## src/design/base93_keyed_text_codec_assert.svh

```systemverilog
// ----------------------------------------------------------------------------
// base93_keyed_text_codec_assert.svh
// Assertion macros shared by the keyed base-93 codec RTL.
// ----------------------------------------------------------------------------
`ifndef BASE93_KEYED_TEXT_CODEC_ASSERT_SVH
`define BASE93_KEYED_TEXT_CODEC_ASSERT_SVH

// Same-cycle implication, sampled on clk, off during reset
`define B93KT_ASSERT_NOW(label, ante, cons, msg) \
	label: assert property (@(posedge clk) disable iff (!arst_n) (ante) |-> (cons)) \
		else $error(msg);

// Next-cycle implication, sampled on clk, off during reset
`define B93KT_ASSERT_NEXT(label, ante, cons, msg) \
	label: assert property (@(posedge clk) disable iff (!arst_n) (ante) |=> (cons)) \
		else $error(msg);

`endif

```

## src/design/b93kt_pkg.sv

```systemverilog
// ----------------------------------------------------------------------------
// b93kt_pkg
// Widths, character codes, reciprocal constants and register indexes of the
// keyed base-93 text codec.
// ----------------------------------------------------------------------------
`timescale 1ns / 1ps

package b93kt_pkg;

	// field widths
	localparam int WordW  = 24;
	localparam int KeyW   = 26;
	localparam int CharW  = 7;
	localparam int SumW   = 27;
	localparam int DigW   = 7;
	localparam int HalfW  = 14;
	localparam int RecHiW = 28;
	localparam int ProdW  = SumW + RecHiW;

	// character codes
	localparam logic [CharW-1:0] PadChar = 7'd33;
	localparam logic [CharW-1:0] Digit0  = 7'd34;
	localparam logic [CharW-1:0] CharMax = 7'd126;

	// radix and largest four-digit value
	localparam logic [DigW-1:0]  Base   = 7'd93;
	localparam logic [HalfW-1:0] BaseSq = 14'd8649;
	localparam logic [SumW-1:0]  MaxVal = 27'd74805200;

	// rounded-up reciprocals: exact quotients over the value ranges used here
	localparam int HiShift = 41;
	localparam int LoShift = 20;
	localparam longint unsigned RecipHiL =
		((64'd1 << HiShift) + 64'd8649 - 64'd1) / 64'd8649;
	localparam longint unsigned RecipLoL =
		((64'd1 << LoShift) + 64'd93 - 64'd1) / 64'd93;
	localparam logic [RecHiW-1:0] RecipHi = RecHiW'(RecipHiL);
	localparam logic [HalfW-1:0]  RecipLo = HalfW'(RecipLoL);

	// configuration register indexes
	typedef enum logic {
		CFG_MODE = 1'b0,
		CFG_KEY  = 1'b1
	} cfg_idx_t;

	// operating mode
	typedef enum logic {
		MODE_ENC = 1'b0,
		MODE_DEC = 1'b1
	} mode_t;

endpackage

```

## src/design/base93_keyed_text_codec.sv

```systemverilog
// ----------------------------------------------------------------------------
// base93_keyed_text_codec: keyed base-93 word <-> four-character group codec.
// Pipeline: five register stages (s1 to s5) from input accept to out_valid.
// Throughput: one word per cycle unless out_ready stalls the pipe; the out_ready chain per stage closes bubbles.
// Reset: arst_n clears stage valids, mode (encode) and key (zero).
// ----------------------------------------------------------------------------
`timescale 1ns / 1ps
`include "base93_keyed_text_codec_assert.svh"

module base93_keyed_text_codec (
	input  logic                            clk,
	input  logic                            arst_n,
	// configuration
	input  logic                            cfg_valid,
	output logic                            cfg_ready,
	input  b93kt_pkg::cfg_idx_t             cfg_index,
	input  logic [b93kt_pkg::KeyW-1:0]      cfg_data,
	// input words
	input  logic                            in_valid,
	output logic                            in_ready,
	input  logic [b93kt_pkg::WordW-1:0]     word_in,
	input  logic [b93kt_pkg::CharW-1:0]     char_in0,
	input  logic [b93kt_pkg::CharW-1:0]     char_in1,
	input  logic [b93kt_pkg::CharW-1:0]     char_in2,
	input  logic [b93kt_pkg::CharW-1:0]     char_in3,
	// result words
	output logic                            out_valid,
	input  logic                            out_ready,
	output logic [b93kt_pkg::CharW-1:0]     char_out0,
	output logic [b93kt_pkg::CharW-1:0]     char_out1,
	output logic [b93kt_pkg::CharW-1:0]     char_out2,
	output logic [b93kt_pkg::CharW-1:0]     char_out3,
	output logic [b93kt_pkg::WordW-1:0]     word_out
);

	import b93kt_pkg::*;

	// configuration registers
	mode_t             mode_q;
	logic [KeyW-1:0]   key_q;

	// stage valids and advance chain
	logic valid_s1, valid_s2, valid_s3, valid_s4, valid_s5;
	logic adv1, adv2, adv3, adv4, adv5;

	// per-word mode through the pipe
	mode_t mode_s1, mode_s2, mode_s3, mode_s4, mode_s5;

	// stage 1
	logic [SumW-1:0]   sum_c;
	logic [SumW-1:0]   val_s1;
	logic              ok0_c, ok1_c, ok2_c, ok3_c;
	logic [DigW-1:0]   dg0_c, dg1_c, dg2_c, dg3_c;
	logic [HalfW-1:0]  head_c;
	logic [HalfW-1:0]  head_s1;
	logic              ok2_s1, ok3_s1;
	logic [DigW-1:0]   dg2_s1, dg3_s1;

	// stage 2
	logic [ProdW-1:0]  prod_s2;
	logic [SumW-1:0]   val_s2;
	logic [SumW-1:0]   acc_c;
	logic [SumW-1:0]   acc_s2;

	// stage 3
	logic [HalfW-1:0]  hi_c;
	logic [SumW-1:0]   lo_c;
	logic [HalfW-1:0]  hi_s3, lo_s3;
	logic [WordW-1:0]  wout_s3;
	logic              keep_s3;

	// stage 4
	logic [SumW-1:0]   ph_s4, pl_s4;
	logic [HalfW-1:0]  hi_s4, lo_s4;
	logic [WordW-1:0]  wout_s4;

	// stage 5
	logic [DigW-1:0]   d3_c, d2_c, d1_c, d0_c;
	logic [HalfW-1:0]  r2_c, r0_c;
	logic [CharW-1:0]  ch_c [4];
	logic [CharW-1:0]  ch_s5 [4];
	logic [WordW-1:0]  wout_s5;

	// digit value of a character; anything outside the digit range is skipped
	function automatic logic [DigW:0] char_digit(input logic [CharW-1:0] c);
		logic [DigW-1:0] d;
		d = c - Digit0;
		if (c inside {[Digit0:CharMax]}) begin
			return {1'b1, d};
		end
		return {1'b0, d};
	endfunction

	// configuration writes, always taken
	assign cfg_ready = 1'b1;

	always_ff @(posedge clk or negedge arst_n) begin
		if (!arst_n) begin
			mode_q <= MODE_ENC;
			key_q  <= '0;
		end else if (cfg_valid && cfg_ready) begin
			case (cfg_index)
				CFG_MODE: mode_q <= mode_t'(cfg_data[0]);
				CFG_KEY:  key_q  <= cfg_data;
				default:  key_q  <= key_q;
			endcase
		end
	end

	// advance a stage when it is empty or the next one advances
	assign adv5     = !valid_s5 || out_ready;
	assign adv4     = !valid_s4 || adv5;
	assign adv3     = !valid_s3 || adv4;
	assign adv2     = !valid_s2 || adv3;
	assign adv1     = !valid_s1 || adv2;
	assign in_ready = adv1;

	always_ff @(posedge clk or negedge arst_n) begin
		if (!arst_n) begin
			valid_s1 <= 1'b0;
			valid_s2 <= 1'b0;
			valid_s3 <= 1'b0;
			valid_s4 <= 1'b0;
			valid_s5 <= 1'b0;
		end else begin
			if (adv1) valid_s1 <= in_valid;
			if (adv2) valid_s2 <= valid_s1;
			if (adv3) valid_s3 <= valid_s2;
			// drop decoded groups whose value is zero
			if (adv4) valid_s4 <= valid_s3 && keep_s3;
			if (adv5) valid_s5 <= valid_s4;
		end
	end

	// stage 1: saturated keyed sum; decode the first two characters
	always_comb begin
		logic [DigW:0] t0, t1, t2, t3;
		sum_c = {3'b000, word_in} + {1'b0, key_q};
		t0    = char_digit(char_in0);
		t1    = char_digit(char_in1);
		t2    = char_digit(char_in2);
		t3    = char_digit(char_in3);
		ok0_c = t0[DigW];
		dg0_c = t0[DigW-1:0];
		ok1_c = t1[DigW];
		dg1_c = t1[DigW-1:0];
		ok2_c = t2[DigW];
		dg2_c = t2[DigW-1:0];
		ok3_c = t3[DigW];
		dg3_c = t3[DigW-1:0];
		if (ok0_c && ok1_c) begin
			head_c = HalfW'({7'b0, dg0_c} * {7'b0, Base}) + {7'b0, dg1_c};
		end else if (ok0_c) begin
			head_c = {7'b0, dg0_c};
		end else if (ok1_c) begin
			head_c = {7'b0, dg1_c};
		end else begin
			head_c = '0;
		end
	end

	always_ff @(posedge clk) begin
		if (adv1) begin
			mode_s1 <= mode_q;
			val_s1  <= (sum_c > MaxVal) ? MaxVal : sum_c;
			head_s1 <= head_c;
			ok2_s1  <= ok2_c;
			dg2_s1  <= dg2_c;
			ok3_s1  <= ok3_c;
			dg3_s1  <= dg3_c;
		end
	end

	// stage 2: reciprocal product for the upper digit pair; finish decode sum
	always_comb begin
		logic [SumW-1:0] head_w, d2_w, d3_w;
		head_w = {13'b0, head_s1};
		d2_w   = {20'b0, dg2_s1};
		d3_w   = {20'b0, dg3_s1};
		case ({ok2_s1, ok3_s1})
			2'b11:   acc_c = head_w * SumW'(BaseSq) + d2_w * SumW'(Base) + d3_w;
			2'b10:   acc_c = head_w * SumW'(Base) + d2_w;
			2'b01:   acc_c = head_w * SumW'(Base) + d3_w;
			default: acc_c = head_w;
		endcase
	end

	always_ff @(posedge clk) begin
		if (adv2) begin
			mode_s2 <= mode_s1;
			prod_s2 <= {28'b0, val_s1} * {27'b0, RecipHi};
			val_s2  <= val_s1;
			acc_s2  <= acc_c;
		end
	end

	// stage 3: split into two base-8649 halves; subtract key for decode
	always_comb begin
		hi_c = prod_s2[HiShift +: HalfW];
		lo_c = val_s2 - {13'b0, hi_c} * SumW'(BaseSq);
	end

	always_ff @(posedge clk) begin
		if (adv3) begin
			mode_s3 <= mode_s2;
			hi_s3   <= hi_c;
			lo_s3   <= lo_c[HalfW-1:0];
			wout_s3 <= acc_s2[WordW-1:0] - key_q[WordW-1:0];
			keep_s3 <= (mode_s2 == MODE_ENC) || (acc_s2 != '0);
		end
	end

	// stage 4: reciprocal products for each half
	always_ff @(posedge clk) begin
		if (adv4) begin
			mode_s4 <= mode_s3;
			ph_s4   <= {13'b0, hi_s3} * {13'b0, RecipLo};
			pl_s4   <= {13'b0, lo_s3} * {13'b0, RecipLo};
			hi_s4   <= hi_s3;
			lo_s4   <= lo_s3;
			wout_s4 <= wout_s3;
		end
	end

	// stage 5: in encode mode four digits, most significant first, padded at the tail; all padding in decode mode
	always_comb begin
		d3_c = ph_s4[LoShift +: DigW];
		d1_c = pl_s4[LoShift +: DigW];
		r2_c = hi_s4 - HalfW'({7'b0, d3_c} * {7'b0, Base});
		r0_c = lo_s4 - HalfW'({7'b0, d1_c} * {7'b0, Base});
		d2_c = r2_c[DigW-1:0];
		d0_c = r0_c[DigW-1:0];
		ch_c[0] = PadChar;
		ch_c[1] = PadChar;
		ch_c[2] = PadChar;
		ch_c[3] = PadChar;
		if (mode_s4 == MODE_ENC) begin
			if (d3_c != '0) begin
				ch_c[0] = d3_c + Digit0;
				ch_c[1] = d2_c + Digit0;
				ch_c[2] = d1_c + Digit0;
				ch_c[3] = d0_c + Digit0;
			end else if (d2_c != '0) begin
				ch_c[0] = d2_c + Digit0;
				ch_c[1] = d1_c + Digit0;
				ch_c[2] = d0_c + Digit0;
			end else if (d1_c != '0) begin
				ch_c[0] = d1_c + Digit0;
				ch_c[1] = d0_c + Digit0;
			end else begin
				ch_c[0] = d0_c + Digit0;
			end
		end
	end

	always_ff @(posedge clk) begin
		if (adv5) begin
			mode_s5 <= mode_s4;
			ch_s5   <= ch_c;
			wout_s5 <= (mode_s4 == MODE_ENC) ? '0 : wout_s4;
		end
	end

	// drive the result word
	assign out_valid = valid_s5;
	assign char_out0 = ch_s5[0];
	assign char_out1 = ch_s5[1];
	assign char_out2 = ch_s5[2];
	assign char_out3 = ch_s5[3];
	assign word_out  = wout_s5;

	// checks
	`B93KT_ASSERT_NEXT(a_drop_zero, adv4 && valid_s3 && !keep_s3, !valid_s4, "zero group not dropped")
	`B93KT_ASSERT_NOW(a_split_range, valid_s3 && mode_s3 == MODE_ENC, (hi_s3 < BaseSq) && (lo_s3 < BaseSq), "digit pair split out of range")
	`B93KT_ASSERT_NOW(a_lead_digit, out_valid && mode_s5 == MODE_ENC, char_out0 != PadChar, "encoded group starts with padding")
	`B93KT_ASSERT_NEXT(a_stage_hold, valid_s4 && !adv5, valid_s4 && $stable(wout_s4) && $stable(ph_s4), "stalled stage 4 changed")

endmodule
```

## config.mk

```make
export PLATFORM = sky130hd
export DESIGN_NAME = base93_keyed_text_codec
export DESIGN_NICKNAME = d
export VERILOG_FILES = /design/src/design/b93kt_pkg.sv /design/src/design/base93_keyed_text_codec.sv
export VERILOG_INCLUDE_DIRS = /design/src /design/src/design
export SDC_FILE = /design/constraint.sdc
export NUM_CORES = 2
export LEC_CHECK = 0
export BUFFER_PORTS_ARGS = -buffer_cell sky130_fd_sc_hd__buf_2
export CORE_MARGIN = 2
export CORE_UTILIZATION = 25
export DETAILED_ROUTE_END_ITERATION = 10
export GPL_ROUTABILITY_DRIVEN = 0
export SYNTH_ARGS = -nofsm -noshare
export SYNTH_HDL_FRONTEND = slang
export SYNTH_SLANG_ARGS = --single-unit
export TNS_END_PERCENT = 50
```

## constraint.sdc

```tcl
create_clock -name clk -period 6.64 [get_ports clk]
set_input_delay 1.66 -clock clk [delete_from_list [all_inputs] [get_ports clk]]
set_output_delay 1.66 -clock clk [all_outputs]
set_load 0.01 [all_outputs]
```

==> flow_summary.json <==
{
  "outcome": "complete, but fails checks",
  "violations": "negative setup slack",
  "rsz0062_at_grt": "yes",
  "vias": 29418,
  "drc": 0,
  "cts-buffers-inserted": 37,
  "synth-edff-count": 273,
  "fill_cells": 17850,
  "first_global_vias": 30802,
  "cap_violations": 0,
  "crit_fanout": 4,
  "reg2reg_from": "val_s1[25]",
  "io_buffer_count": 137,
  "syn_nets": 5659,
  "hp-class": "reg -> reg",
  "holdPathEnd": "wout_s4[0]",
  "ys_warn_count": 0,
  "die_h_um": 420,
  "tightestPinTransition_ns": 1.28,
  "synth_area_leaders": "ha_1 (25%), fa_1 (24%), edfxtp_1 (19%)",
  "antenna_found_initial": 8,
  "grtUsageTotal_pct": 12.0,
  "die_area_um2": 176000,
  "multi_input_area_um2": 30100,
  "postLayoutCellArea_um2": 49100,
  "avgSynthCellArea_um2": 10.3,
  "start_kind": "flip-flop",
  "critPathKind": "reg -> reg",
  "setup_violations": 1,
  "grt_pass1_wl_um": 167000,
  "yosysTopAreaCellShare_pct": 24.9,
  "maxSlewViolCount": 0,
  "final_core_util_pct": 28.6,
  "holdPathStages": 0,
  "fin_skew_ns": 0.0412,
  "rr_endpoint": "prod_s2[47]",
  "finalCritPeriodShare_pct": 100,
  "worstSkewPairLatency_ns": 0.60,
  "setup_slack_ns": -0.0161,
  "area_growth_pct": 13.6,
  "synthDistinctLibCells": 78,
  "drt_pass1_iterations": 5,
  "synthArstFlopShare_pct": 10.5,
  "place_hpwl_um": 91800,
  "overflow": 0,
  "start_util_pct": 25.2,
  "path_clk_slew_ns": 0.07,
  "fin_tns_setup_ns": -0.0161,
  "layout_commonest_cell": "inv_1",
  "syn_area_um2": 43200,
  "finalHoldViolations": 0,
  "rrSetupSlack_ns": -0.02,
  "drive_gt1_share_pct": 9.52,
  "cts_tree": "built",
  "fmax_mhz": 150,
  "yosys_most_used_dff": "edfxtp_1",
  "slew_headroom_pct": 13.8,
  "htreeDepth": 2,
  "fin_nets": 5922,
  "syn_inst": 4191,
  "grt_max_degree": 58,
  "via_per_inst": 4.32,
  "route.detailed.wl_per_inst_um": 15.5,
  "placed_cell_area_um2": 47500,
  "required_ns": 6.95,
  "coreArea_um2": 172000,
  "synth_area_leader_cell": "ha_1",
  "ys_ff_latch": 305,
  "hold_start": "wout_s3[0]",
  "dieWidth_um": 420,
  "seq_area_um2": 9000,
  "drt_wl_total_um": 106000,
  "root_buffer": "clkbuf_16",
  "endpoint_kind": "flip-flop",
  "cts_sinks": 305,
  "final_cell_mix": "inv_1 (1120), ha_1 (858), fa_1 (514)",
  "ant_nets": 0,
  "cts_buffer_depth": 3,
  "rr_worst_depth": 23,
  "arrival_ns": 6.97,
  "yosysSeqAreaShare_pct": 20.8,
  "period_minus_slack_ns": 6.66,
  "ios": 139,
  "drt_iter0_markers": 1522,
  "hold_slack_ns": 0.418,
  "rows": 152
}
-- critical path, stage by stage (launching register included) --
cell	delay [ns]
edfxtp_1	0.46
fa_2	0.61
inv_1	0.08
fa_2	0.36
fa_1	0.51
inv_1	0.06
fa_1	0.48
fa_1	0.50
inv_1	0.06
fa_1	0.41
fa_1	0.52
inv_1	0.04
ha_1	0.29
a21oi_1	0.26
nor2_1	0.10
a211oi_2	0.29
o2111ai_2	0.18
buf_4	0.17
buf_4	0.12
a21o_1	0.14
a211o_1	0.28
a21o_1	0.20
a211oi_2	0.18
nor2_1	0.07
-- final cells by class --
class                      count  area share, %
tap                         2310           5.88
inverter                    1124           8.59
clock inverter                22          0.578
timing repair buffer         259           3.26
sequential                   305           18.3
multi-input combinational   2727           61.3
clock buffer                  46           2.01
antenna                       16         0.0815
-- cells by family after synthesis --
| group | Yosys count | synth area share [%] |
|---|---|---|
| and+or+nand+nor | 559 | 6.51 |
| muxes | 44 | 1.12 |
| AOI/OAI and AO/OA | 535 | 8.21 |
| DFF | 305 | 20.8 |
| adders and majority gates | 1384 | 49.1 |
| xor gates and xnor gates | 204 | 4.13 |
| other | 1 | 0.00867 |
| buffers and inverters | 1159 | 10.1 |
-- state kept, by name, summed over array words and instances (netlist names), 13 cells and up --
name and cells:
acc_s2 27, head_s1 14, hi_s3 14, key_q 26, lo_s3 14, prod_s2 15, val_s1 27, val_s2 13
word_out 24, wout_s3 24, wout_s4 24
-- worst max path at each step --
stage | from | slack [ns] | to | cells after the start
floorplan | val_s1[7] | 0.06 | prod_s2[54] | 22
global placement | val_s1[15] | -0.07 | prod_s2[54] | 22
detailed placement | val_s1[15] | -0.20 | prod_s2[54] | 22
CTS | val_s1[8] | -0.03 | prod_s2[54] | 23
global route | val_s1[8] | -0.24 | prod_s2[54] | 23
finish | val_s1[25] | -0.02 | prod_s2[47] | 23
-- routing by layer --
metal	track usage [%]	up-vias	wire length [um]	part of all wire (%)
met5	0	-	20	0.019
met4	4.88	2	4530	4.3
met3	1.47	143	4220	4.0
met2	21.2	545	52400	50
met1	14.8	14463	44700	42
li1	-	14265	-	-
-- through the flow --
stage	setup WS (ns)	std cells
after floorplan	0.0562	4191
after global placement	-0.0657	6711
after detailed placement	-0.196	6711
after CTS	-0.0292	6782
after global routing	-0.242	6807
final	-0.0161	6809
-- synth_stat cells, types with 10 or more instances --
library cell,n
o22ai_1,14
o21bai_1,17
mux2_2,35
inv_1,1124
clkbuf_1,27
nor4_1,20
o21a_1,29
nor3_1,46
ha_1,862
a211o_1,11
or2_2,10
and3_1,19
a211oi_1,24
a21boi_0,11
xnor2_1,137
nor2_1,139
edfxtp_1,273
fa_1,522
a21o_1,62
nand2b_1,20
nand3_1,39
nand2_1,121
or3_1,15
xor2_1,67
nand4_1,22
a31oi_1,14
nor2b_1,34
o21ai_0,92
o2111ai_1,11
and2_1,36
a21oi_1,139
o211ai_1,17
dfrtp_1,32
-- timing repair --
| action | CTS | global route |
|---|---|---|
| resized for setup | 14 | 34 |
| pin swaps | 9 | 20 |
| hold buffers | 0 | 0 |
| endpoints found under the setup margin | 5 | 17 |
| setup buffers | 3 | 11 |
Power is not shown: default switching activity piles up to over one toggle a cycle in this logic, so the estimate is an artifact.
